--- config.mk ---
export PLATFORM = sky130hd
export DESIGN_NAME = i2c_register_access_sequencer_flat
export DESIGN_NICKNAME = d
export VERILOG_FILES = /design/src/rtl/irs_pkg.sv /design/src/rtl/irs_if.sv /design/src/rtl/i2c_register_access_sequencer.sv /design/src/flat_wrapper.sv
export SDC_FILE = /design/constraint.sdc
export NUM_CORES = 1
export LEC_CHECK = 0
export BUFFER_PORTS_ARGS = -buffer_cell sky130_fd_sc_hd__buf_2
export CAP_MARGIN = 20
export CORE_MARGIN = 4
export CORE_UTILIZATION = 46
export DETAILED_ROUTE_END_ITERATION = 16
export GPL_ROUTABILITY_DRIVEN = 0
export GPL_TIMING_DRIVEN = 0
export PLACE_DENSITY = 0.74
export SYNTH_ARGS = -nofsm -noshare
export SYNTH_HDL_FRONTEND = slang
export SYNTH_SLANG_ARGS = --single-unit
--- constraint.sdc ---
create_clock -name clk -period 3.4 [get_ports clk]
set_clock_uncertainty 0.05 [all_clocks]
set_input_delay 0.85 -clock clk [delete_from_list [all_inputs] [get_ports clk]]
set_output_delay 0.85 -clock clk [all_outputs]
set_load 0.01 [all_outputs]
--- src/rtl/irs_pkg.sv ---
// ----------------------------------------------------------------------------
// irs_pkg
// Types and codes shared by the I2C register access sequencer.
// ----------------------------------------------------------------------------
package irs_pkg;

    typedef enum logic [1:0] {
        CMD_TICK  = 2'd0,
        CMD_WRITE = 2'd1,
        CMD_READ  = 2'd2
    } cmd_t;

    typedef enum logic [3:0] {
        PH_INIT     = 4'd0,
        PH_IDLE     = 4'd1,
        PH_CHECK    = 4'd2,
        PH_TRAP     = 4'd3,
        PH_START    = 4'd4,
        PH_SLAVE    = 4'd5,
        PH_DATA     = 4'd6,
        PH_RESTART  = 4'd7,
        PH_LOCATION = 4'd8,
        PH_READ     = 4'd9,
        PH_STOP     = 4'd10
    } phase_t;

    typedef enum logic [2:0] {
        ACT_NONE   = 3'd0,
        ACT_START  = 3'd1,
        ACT_ADDR_W = 3'd2,
        ACT_ADDR_R = 3'd3,
        ACT_REG    = 3'd4,
        ACT_SEND   = 3'd5,
        ACT_READ   = 3'd6,
        ACT_STOP   = 3'd7
    } action_t;

    typedef enum logic [1:0] {
        ST_BUSY = 2'd0,
        ST_OK   = 2'd1,
        ST_FAIL = 2'd2
    } status_t;

    typedef struct packed {
        logic [1:0] command;
        logic [2:0] peripheral;
        logic [6:0] slave_address;
        logic [7:0] location_address;
        logic [7:0] write_byte;
        logic       init_done;
        logic       bus_error;
        logic       step_ok;
        logic [7:0] rx_byte;
    } req_t;

    typedef struct packed {
        logic [2:0] bus_action;
        logic [2:0] action_peripheral;
        logic [7:0] action_byte;
        logic [1:0] status;
        logic [7:0] read_byte;
    } res_t;

endpackage

--- src/rtl/irs_if.sv ---
// ----------------------------------------------------------------------------
// irs_if
// Valid/ready channels carrying sequencer requests and results.
// ----------------------------------------------------------------------------
interface irs_req_if;
    logic          valid;
    logic          ready;
    irs_pkg::req_t data;

    modport source (output valid, output data, input ready);
    modport sink   (input valid, input data, output ready);
endinterface

interface irs_res_if;
    logic          valid;
    logic          ready;
    irs_pkg::res_t data;

    modport source (output valid, output data, input ready);
    modport sink   (input valid, input data, output ready);
endinterface

--- src/rtl/i2c_register_access_sequencer.sv ---
// ----------------------------------------------------------------------------
// i2c_register_access_sequencer
// Steps one-byte I2C register writes and reads over a lower bus engine.
// Pipeline: a request passes the input register, then the result register;
// a held result stalls requests.
// Throughput: one request per cycle unless stalled; one state step per request.
// Reset: rst_n clears all sequencer state to the init phase, outcome busy.
// ----------------------------------------------------------------------------
module i2c_register_access_sequencer (
    input  logic        clk,
    input  logic        rst_n,
    irs_req_if.sink     request,
    irs_res_if.source   result
);
    import irs_pkg::*;

    logic    stage_valid_reg;
    req_t    stage_data_reg;
    logic    res_valid_reg;
    res_t    res_data_reg;
    logic    advance;

    phase_t  phase_reg, phase_next;
    phase_t  last_reg, last_next;
    logic    rsd_reg, rsd_next;
    logic    write_pending_reg, write_pending_next;
    logic    read_pending_reg, read_pending_next;
    logic [2:0] held_peripheral_reg, held_peripheral_next;
    logic [6:0] held_slave_reg, held_slave_next;
    logic [7:0] held_location_reg, held_location_next;
    logic [7:0] held_data_reg, held_data_next;
    status_t outcome_reg, outcome_next;
    logic [7:0] captured_reg, captured_next;
    action_t act;
    logic [7:0] abyte;
    res_t    res_next;

    assign advance       = !res_valid_reg || result.ready;
    assign request.ready = !stage_valid_reg || advance;
    assign result.valid  = res_valid_reg;
    assign result.data   = res_data_reg;

    always_comb
    begin
        phase_next           = phase_reg;
        last_next            = last_reg;
        rsd_next             = rsd_reg;
        write_pending_next   = write_pending_reg;
        read_pending_next    = read_pending_reg;
        held_peripheral_next = held_peripheral_reg;
        held_slave_next      = held_slave_reg;
        held_location_next   = held_location_reg;
        held_data_next       = held_data_reg;
        outcome_next         = outcome_reg;
        captured_next        = captured_reg;
        act                  = ACT_NONE;
        abyte                = 8'd0;
        case (stage_data_reg.command)
            CMD_WRITE, CMD_READ:
            begin
                held_peripheral_next = stage_data_reg.peripheral;
                held_slave_next      = stage_data_reg.slave_address;
                held_location_next   = stage_data_reg.location_address;
                if (stage_data_reg.command == CMD_WRITE)
                begin
                    held_data_next     = stage_data_reg.write_byte;
                    write_pending_next = 1'b1;
                end
                else
                begin
                    read_pending_next = 1'b1;
                end
            end
            CMD_TICK:
            begin
                case (phase_reg)
                    PH_INIT:
                    begin
                        last_next = PH_INIT;
                        if (stage_data_reg.init_done)
                            phase_next = PH_IDLE;
                    end
                    PH_IDLE:
                    begin
                        last_next = PH_IDLE;
                        if (write_pending_reg || read_pending_reg)
                        begin
                            phase_next   = PH_START;
                            outcome_next = ST_BUSY;
                        end
                    end
                    PH_CHECK:
                    begin
                        if (stage_data_reg.bus_error)
                        begin
                            phase_next = PH_TRAP;
                        end
                        else if (stage_data_reg.step_ok)
                        begin
                            case (last_reg)
                                PH_START, PH_RESTART:
                                    phase_next = PH_SLAVE;
                                PH_SLAVE:
                                begin
                                    if (rsd_reg)
                                    begin
                                        rsd_next   = 1'b0;
                                        phase_next = PH_READ;
                                    end
                                    else
                                    begin
                                        phase_next = PH_LOCATION;
                                    end
                                end
                                PH_LOCATION:
                                begin
                                    if (write_pending_reg)
                                        phase_next = PH_DATA;
                                    else if (read_pending_reg)
                                        phase_next = PH_RESTART;
                                end
                                PH_DATA:
                                    phase_next = PH_STOP;
                                PH_READ:
                                begin
                                    captured_next = stage_data_reg.rx_byte;
                                    phase_next    = PH_STOP;
                                end
                                default:
                                    phase_next = phase_reg;
                            endcase
                        end
                    end
                    PH_TRAP:
                        outcome_next = ST_FAIL;
                    PH_START, PH_RESTART:
                    begin
                        if (phase_reg == PH_RESTART)
                            rsd_next = 1'b1;
                        last_next  = phase_reg;
                        act        = ACT_START;
                        phase_next = PH_CHECK;
                    end
                    PH_SLAVE:
                    begin
                        last_next  = PH_SLAVE;
                        act        = rsd_reg ? ACT_ADDR_R : ACT_ADDR_W;
                        abyte      = {1'b0, held_slave_reg};
                        phase_next = PH_CHECK;
                    end
                    PH_LOCATION:
                    begin
                        last_next  = PH_LOCATION;
                        act        = ACT_REG;
                        abyte      = held_location_reg;
                        phase_next = PH_CHECK;
                    end
                    PH_DATA:
                    begin
                        last_next  = PH_DATA;
                        act        = ACT_SEND;
                        abyte      = held_data_reg;
                        phase_next = PH_CHECK;
                    end
                    PH_READ:
                    begin
                        last_next  = PH_READ;
                        act        = ACT_READ;
                        phase_next = PH_CHECK;
                    end
                    PH_STOP:
                    begin
                        last_next          = PH_STOP;
                        act                = ACT_STOP;
                        phase_next         = PH_IDLE;
                        write_pending_next = 1'b0;
                        read_pending_next  = 1'b0;
                        outcome_next       = ST_OK;
                    end
                    default:
                        phase_next = phase_reg;
                endcase
            end
            default:
                act = ACT_NONE;
        endcase

        res_next.bus_action        = act;
        res_next.action_peripheral = (act != ACT_NONE) ? held_peripheral_reg : 3'd0;
        res_next.action_byte       = abyte;
        res_next.status            = outcome_next;
        res_next.read_byte         = captured_next;
    end

    always_ff @(posedge clk or negedge rst_n)
    begin
        if (!rst_n)
        begin
            stage_valid_reg     <= 1'b0;
            res_valid_reg       <= 1'b0;
            phase_reg           <= PH_INIT;
            last_reg            <= PH_INIT;
            rsd_reg             <= 1'b0;
            write_pending_reg   <= 1'b0;
            read_pending_reg    <= 1'b0;
            held_peripheral_reg <= 3'd0;
            held_slave_reg      <= 7'd0;
            held_location_reg   <= 8'd0;
            held_data_reg       <= 8'd0;
            outcome_reg         <= ST_BUSY;
            captured_reg        <= 8'd0;
        end
        else
        begin
            if (request.ready)
                stage_valid_reg <= request.valid;
            if (advance)
                res_valid_reg <= stage_valid_reg;
            if (advance && stage_valid_reg)
            begin
                phase_reg           <= phase_next;
                last_reg            <= last_next;
                rsd_reg             <= rsd_next;
                write_pending_reg   <= write_pending_next;
                read_pending_reg    <= read_pending_next;
                held_peripheral_reg <= held_peripheral_next;
                held_slave_reg      <= held_slave_next;
                held_location_reg   <= held_location_next;
                held_data_reg       <= held_data_next;
                outcome_reg         <= outcome_next;
                captured_reg        <= captured_next;
            end
        end
    end

    always_ff @(posedge clk)
    begin
        if (request.ready && request.valid)
            stage_data_reg <= request.data;
        if (advance && stage_valid_reg)
            res_data_reg <= res_next;
    end

`ifndef SYNTHESIS
    a_trap_sticky: assert property (@(posedge clk) disable iff (!rst_n)
        phase_reg == PH_TRAP |=> phase_reg == PH_TRAP)
        else $error("left trap phase");

    a_fail_in_trap: assert property (@(posedge clk) disable iff (!rst_n)
        outcome_reg == ST_FAIL |-> phase_reg == PH_TRAP)
        else $error("failure outcome outside trap");

    a_pending_clear: assert property (@(posedge clk) disable iff (!rst_n)
        $fell(write_pending_reg) || $fell(read_pending_reg) |->
            $past(phase_reg) == PH_STOP && phase_reg == PH_IDLE)
        else $error("pending flag cleared outside stop");

    a_idle_fields: assert property (@(posedge clk) disable iff (!rst_n)
        res_valid_reg && res_data_reg.bus_action == ACT_NONE |->
            res_data_reg.action_peripheral == 3'd0 && res_data_reg.action_byte == 8'd0)
        else $error("fields set without bus action");

    a_stall_blocks: assert property (@(posedge clk) disable iff (!rst_n)
        stage_valid_reg && res_valid_reg && !result.ready |-> !request.ready)
        else $error("request taken while pipeline stalled");
`endif

endmodule

--- src/flat_wrapper.sv ---
// flat-port wrapper written by rule: the top's interface ports become plain ports
module i2c_register_access_sequencer_flat import irs_pkg::*;
  (clk, rst_n, request_valid, request_data, request_ready, result_valid, result_data, result_ready);
  irs_req_if request_i ();
  irs_res_if result_i ();
  input  logic clk;
  input  logic rst_n;
  input wire logic [$bits(request_i.valid)-1:0] request_valid;
  input wire logic [$bits(request_i.data)-1:0] request_data;
  output wire logic [$bits(request_i.ready)-1:0] request_ready;
  output wire logic [$bits(result_i.valid)-1:0] result_valid;
  output wire logic [$bits(result_i.data)-1:0] result_data;
  input wire logic [$bits(result_i.ready)-1:0] result_ready;
  assign request_i.valid = request_valid;
  assign request_i.data = request_data;
  assign request_ready = request_i.ready;
  assign result_valid = result_i.valid;
  assign result_data = result_i.data;
  assign result_i.ready = result_ready;
  i2c_register_access_sequencer u_core (.clk(clk), .rst_n(rst_n), .request(request_i), .result(result_i));
endmodule
== After elaboration in Yosys (flattened, before gate mapping) ==
Index checks and enable logic that the tools add are counted.
Word-level totals
  bits of input ports: 43
  bits in registers: 112
  output and inout bits: 26
Operators by class
  reduce and logical (&&, ||, !) cells: 26
  muxes and demuxes: 32
  eq/ne operators: 30
Operator list (count)
  $mux W8: 5
  $eq A4 B3 Y1 const B: 8
  $pmux W4 S8: 1
  $mux W4: 6
  $pmux W8 S3: 1
  $eq A4 B4 Y1 const B: 5
  $pmux W4 S5: 1
  $pmux W3 S6: 1
  $pmux W4 S4: 1
  $ne A2 B1 Y1 const B: 5
  $mux W1: 9
  $eq A4 B2 Y1 const B: 2
  $ne A2 B2 Y1 const B: 4
  $reduce_and A4 Y1: 2
  $reduce_and A8 Y1: 1
  $reduce_bool A8 Y1: 1
  $reduce_or A2 Y1: 4
  $reduce_and A7 Y1: 1
  $ne A6 B4 Y1 const B: 1
  $pmux W1 S2: 3
  $pmux W2 S3: 1
  $reduce_and A3 Y1: 2
  $reduce_or A6 Y1: 1
  $ne A5 B2 Y1 const B: 1
  other kinds (15): 21

== Logic depth before layout (Yosys ltp) ==
  word-level depth: 6
  mapped depth: 7
  gate-level depth less buffers: 7

== Worst setup path after synthesis ==
Ideal clock, no wire load.
  path kind: input -> register
  start: input result_ready
  end: register u_core.held_location_reg[0]
  library setup time: 0.125 ns
  buffers on the path: 1
  slack: 0.419 ns
  data arrival time: 2.806 ns
  stages on the path: 6
  required time: 3.225 ns
  cells stage by stage: nand2b_1 -> nand2_1 -> clkinv_1 -> nand2_1 -> buf_2 -> mux2_2
On the way
  word-level cells in the longest chain between the ends: 3
Ends and longest elaborated chain
  start: declaration: line flat_wrapper.sv:13  | input wire logic [$bits(result_i.ready)-1:0] result_ready;
  $logic_or A1 B1 Y1: line i2c_register_access_sequencer.sv:38  | assign advance = !res_valid_reg || result.ready;
  $logic_and A1 B1 Y1: line i2c_register_access_sequencer.sv:219  | if (advance && stage_valid_reg)
  $reduce_and A2 Y1 (no source line)
  end signal: assignment: line i2c_register_access_sequencer.sv:228  | held_location_reg <= held_location_next;
  end: declaration: line i2c_register_access_sequencer.sv:30  | logic [7:0] held_location_reg, held_location_next;
Every way passes these cells.
A chain may end at the register's enable or synchronous reset.

== Final worst setup path ==
  start: input result_ready
  end: register u_core.held_location_reg[2]
Same word-level chain as after synthesis.

==> metrics.md <==
| Metric | Value |
|---|---|
| TritonCTS Buffers | 9 |
| Die height | 108 um |
| Min Hold Slack | 0.407 ns |
| Grt ovf | 0 |
| Dominant cell type by area after synthesis | edfxtp_1 |
| Final worst-path cycle share | 84.6% |
| Max FFs per register | 39 |
| Setup ws final | 0.523 ns |
| Clock group share of total power | 22.9% |
| Worst r2r src | u_core.result.valid |
| Rows | 36 |
| Pre-antenna DRT Iters | 4 |
| Area growth from synthesis to layout | 15.5% |
| First-pass GRT wire length | 14.3 mm |
| Share of cells above drive strength 1 | 34.4% |
| Synth top area share | 40.9% |
| Hold_buf cts | 0 |
| Post-synth top flop | edfxtp_1 |
| Relative slew slack | 39.9% |
| Initial antenna violation count | 0 |
| Clock buffer depth | 2 |
| Drt total wl | 8.74 mm |
| Sequential share of power | 53.0% |
| # diodes | 0 |
| Chip width | 108 um |
| Largest net degree at the start of global routing | 40 |
| CTS tree | built |
| Util after Layout | 54.7% |
| Routed length per instance | 16.2 um |
| Worst Reg2Reg Path Length in Cells | 6 |
| Critical path data required time | 3.60 ns |
| Net Switching | 0.00103 W |
| Vias per cell | 5.23 |
| F_max | 348 MHz |
| R2r setup slk | 0.81 ns |
| CP Class | in -> reg |
| Power Dens Cells | 618 nW/um^2 |
| Io pins | 69 |
| Vias post-DR | 2826 |
| DRT antenna net count | 0 |
| H-tree levels | 3 |
| Post-Synthesis Cell Area | 4630 sq um |
| RR Endpoint | u_core.held_location_reg[2] |
| Drt drc | 0 |
| Post-synthesis cell count | 322 |
| Yosys warns | 0 |
| Fill cells | 812 |
| Initial core utilization | 47.4% |
| Synthesized area per cell | 14.4 sq um |
| Clock sinks | 112 |
| Internal power | 0.00228 W |
| Worst-Margin Slew | 0.902 ns |
| Worst setup SP type | input port |
| Leak | 2.14 nW |
| Postcts setup bufs | 0 |
| Clk slew on worst S/H paths | 0.11 ns |
| Worst vdd ir | 0.000384 V |
| Max-cap violations | 0 |
| Skew-Pair Late Insertion Delay | 0.37 ns |
| Worst Path Max Fanout | 30 |
| Core footprint | 9770 sq um |
| RSZ-0062 raised after global routing | no |
| Setup TNS | 0 ns |
| Setup Viol. Count Final | 0 |
| Tmin final | 2.88 ns |
| Asr flop ratio synth | 43.8% |
| Fin nets | 447 |
| Die Area | 11700 sq um |
| Clock Tree Root | clkbuf_8 |
| Hold Violations, Final | 0 |
| Global Route Usage Sum | 16.1% |
| Synth cell types | 49 |
| Syn nets | 367 |
| Crit end category | flop |
| Initial drt markers | 213 |
| Post-synth EDFFs | 63 |
| HP Class | in -> async |
| Worst EP arrival | 3.08 ns |
| Number of global-route vias before repair | 2882 |
| IO Port Bufs | 68 |
| Area contributors post-synth | edfxtp_1 (41%), dfrtp_1 (26%), mux2_2 (11%) |
| Setup WS pre-CTS | -0.567 ns |
| Switch share | 31.1% |
| Most frequent cells in the layout | buf_2 (69), edfxtp_1 (63), dfrtp_1 (49), mux2_2 (44), nor2_1 (18) |
| Post-synthesis sequential area ratio | 67.4% |
| Post-DP HPWL | 6.11 mm |
| Gate power share | 24.1% |
| Max Slew Vio Count | 0 |
| Status | finished, final reports clean |
| Power Total | 0.00330 W |
| Commonest non-fill, non-tap cell in the layout | buf_2 |
| FF+latch count, synth | 112 |
-- area by class of cell --
type	instances	area [sq um]	area share [%]
multi-input combinational	191	1430	26.6
tap	133	166	3.11
clock buffer	10	128	2.39
buffer	14	68.8	1.29
clock inverter	6	61.3	1.15
sequential	112	3120	58.3
timing repair buffer	69	360	6.74
inverter	5	20.0	0.374
-- routing by layer --
metal  global-route usage, %  up-vias  part of all wire (%)
li1                        -     1366                     -
met1                    20.9     1351                    43
met2                    26.2      100                    50
met3                    4.60        9                   6.2
met4                    5.14        0                   1.3
met5                       0        -                     0
-- power by group through the flow --
stage | registers [W] | clock network [W] | logic [W]
6_report | 0.00175 | 0.000756 | 0.000797
5_1_grt | 0.00177 | 0.000837 | 0.000887
4_1_cts | 0.00175 | 0.000773 | 0.000799
3_5_place_dp | 0.00178 | 0 | 0.000792
3_3_place_gp | 0.00177 | 0 | 0.000769
2_1_floorplan | 0.00176 | 0 | 0.000576
-- stage by stage --
| step | cells | instance area, sq um |
|---|---|---|
| 6_report | 540 | 5350 |
| 3_5_place_dp | 524 | 5160 |
| 2_1_floorplan | 322 | 4630 |
| 5_1_grt | 540 | 5350 |
| 3_3_place_gp | 523 | 5140 |
| 4_1_cts | 540 | 5350 |
-- cells by family after synthesis --
logic type                 Yosys count  synth area share (%)
DFF                                112                  67.4
and+or+nand+nor                     85                  10.3
AOI/OAI and AO/OA                   60                  9.22
muxes                               44                  10.7
buffers and inverters               19                  1.89
adders and majority gates            2                 0.540
-- cells in the mapped netlist (2+ instances only) --
cell,n
nand2b_1,11
nor2b_1,6
inv_1,4
ha_1,2
a22o_1,11
and2_1,7
o22ai_1,2
nor3_1,9
a21oi_1,10
a32o_1,2
dfrtp_1,49
a22oi_1,8
edfxtp_1,63
nand3_1,5
nand2_1,17
o2bb2ai_1,2
a32oi_1,2
a31oi_1,2
o21ai_0,10
clkbuf_1,9
nor2_1,18
buf_4,2
o311ai_0,2
mux2_2,44
-- critical path: stages --
cell and delay (ns):
buf_2 0.10, nand2b_1 0.17, nand2_1 0.21, clkinv_2 0.47
nand2_1 0.55, buf_2 0.35, mux2_2 0.37
-- what timing repair did --
item / CTS / global route
hold endpoints to repair: 0 / 0
endpoints found under the setup margin: 10 / 0
resized for setup: 1 / 0
-- worst max-delay path by stage --
stage	from	endpoint	slack [ns]	depth (start not counted)
after floorplan	result_ready	u_core.held_location_reg[0]	0.42	6
after global routing	result_ready	u_core.held_location_reg[7]	0.41	7
after CTS	result_ready	u_core.held_location_reg[2]	0.48	7
final	result_ready	u_core.held_location_reg[2]	0.52	7
after global placement	result_ready	u_core.held_location_reg[4]	-0.47	7
after detailed placement	result_ready	u_core.held_location_reg[6]	-0.57	7
(Power assumes the default switching activity.)
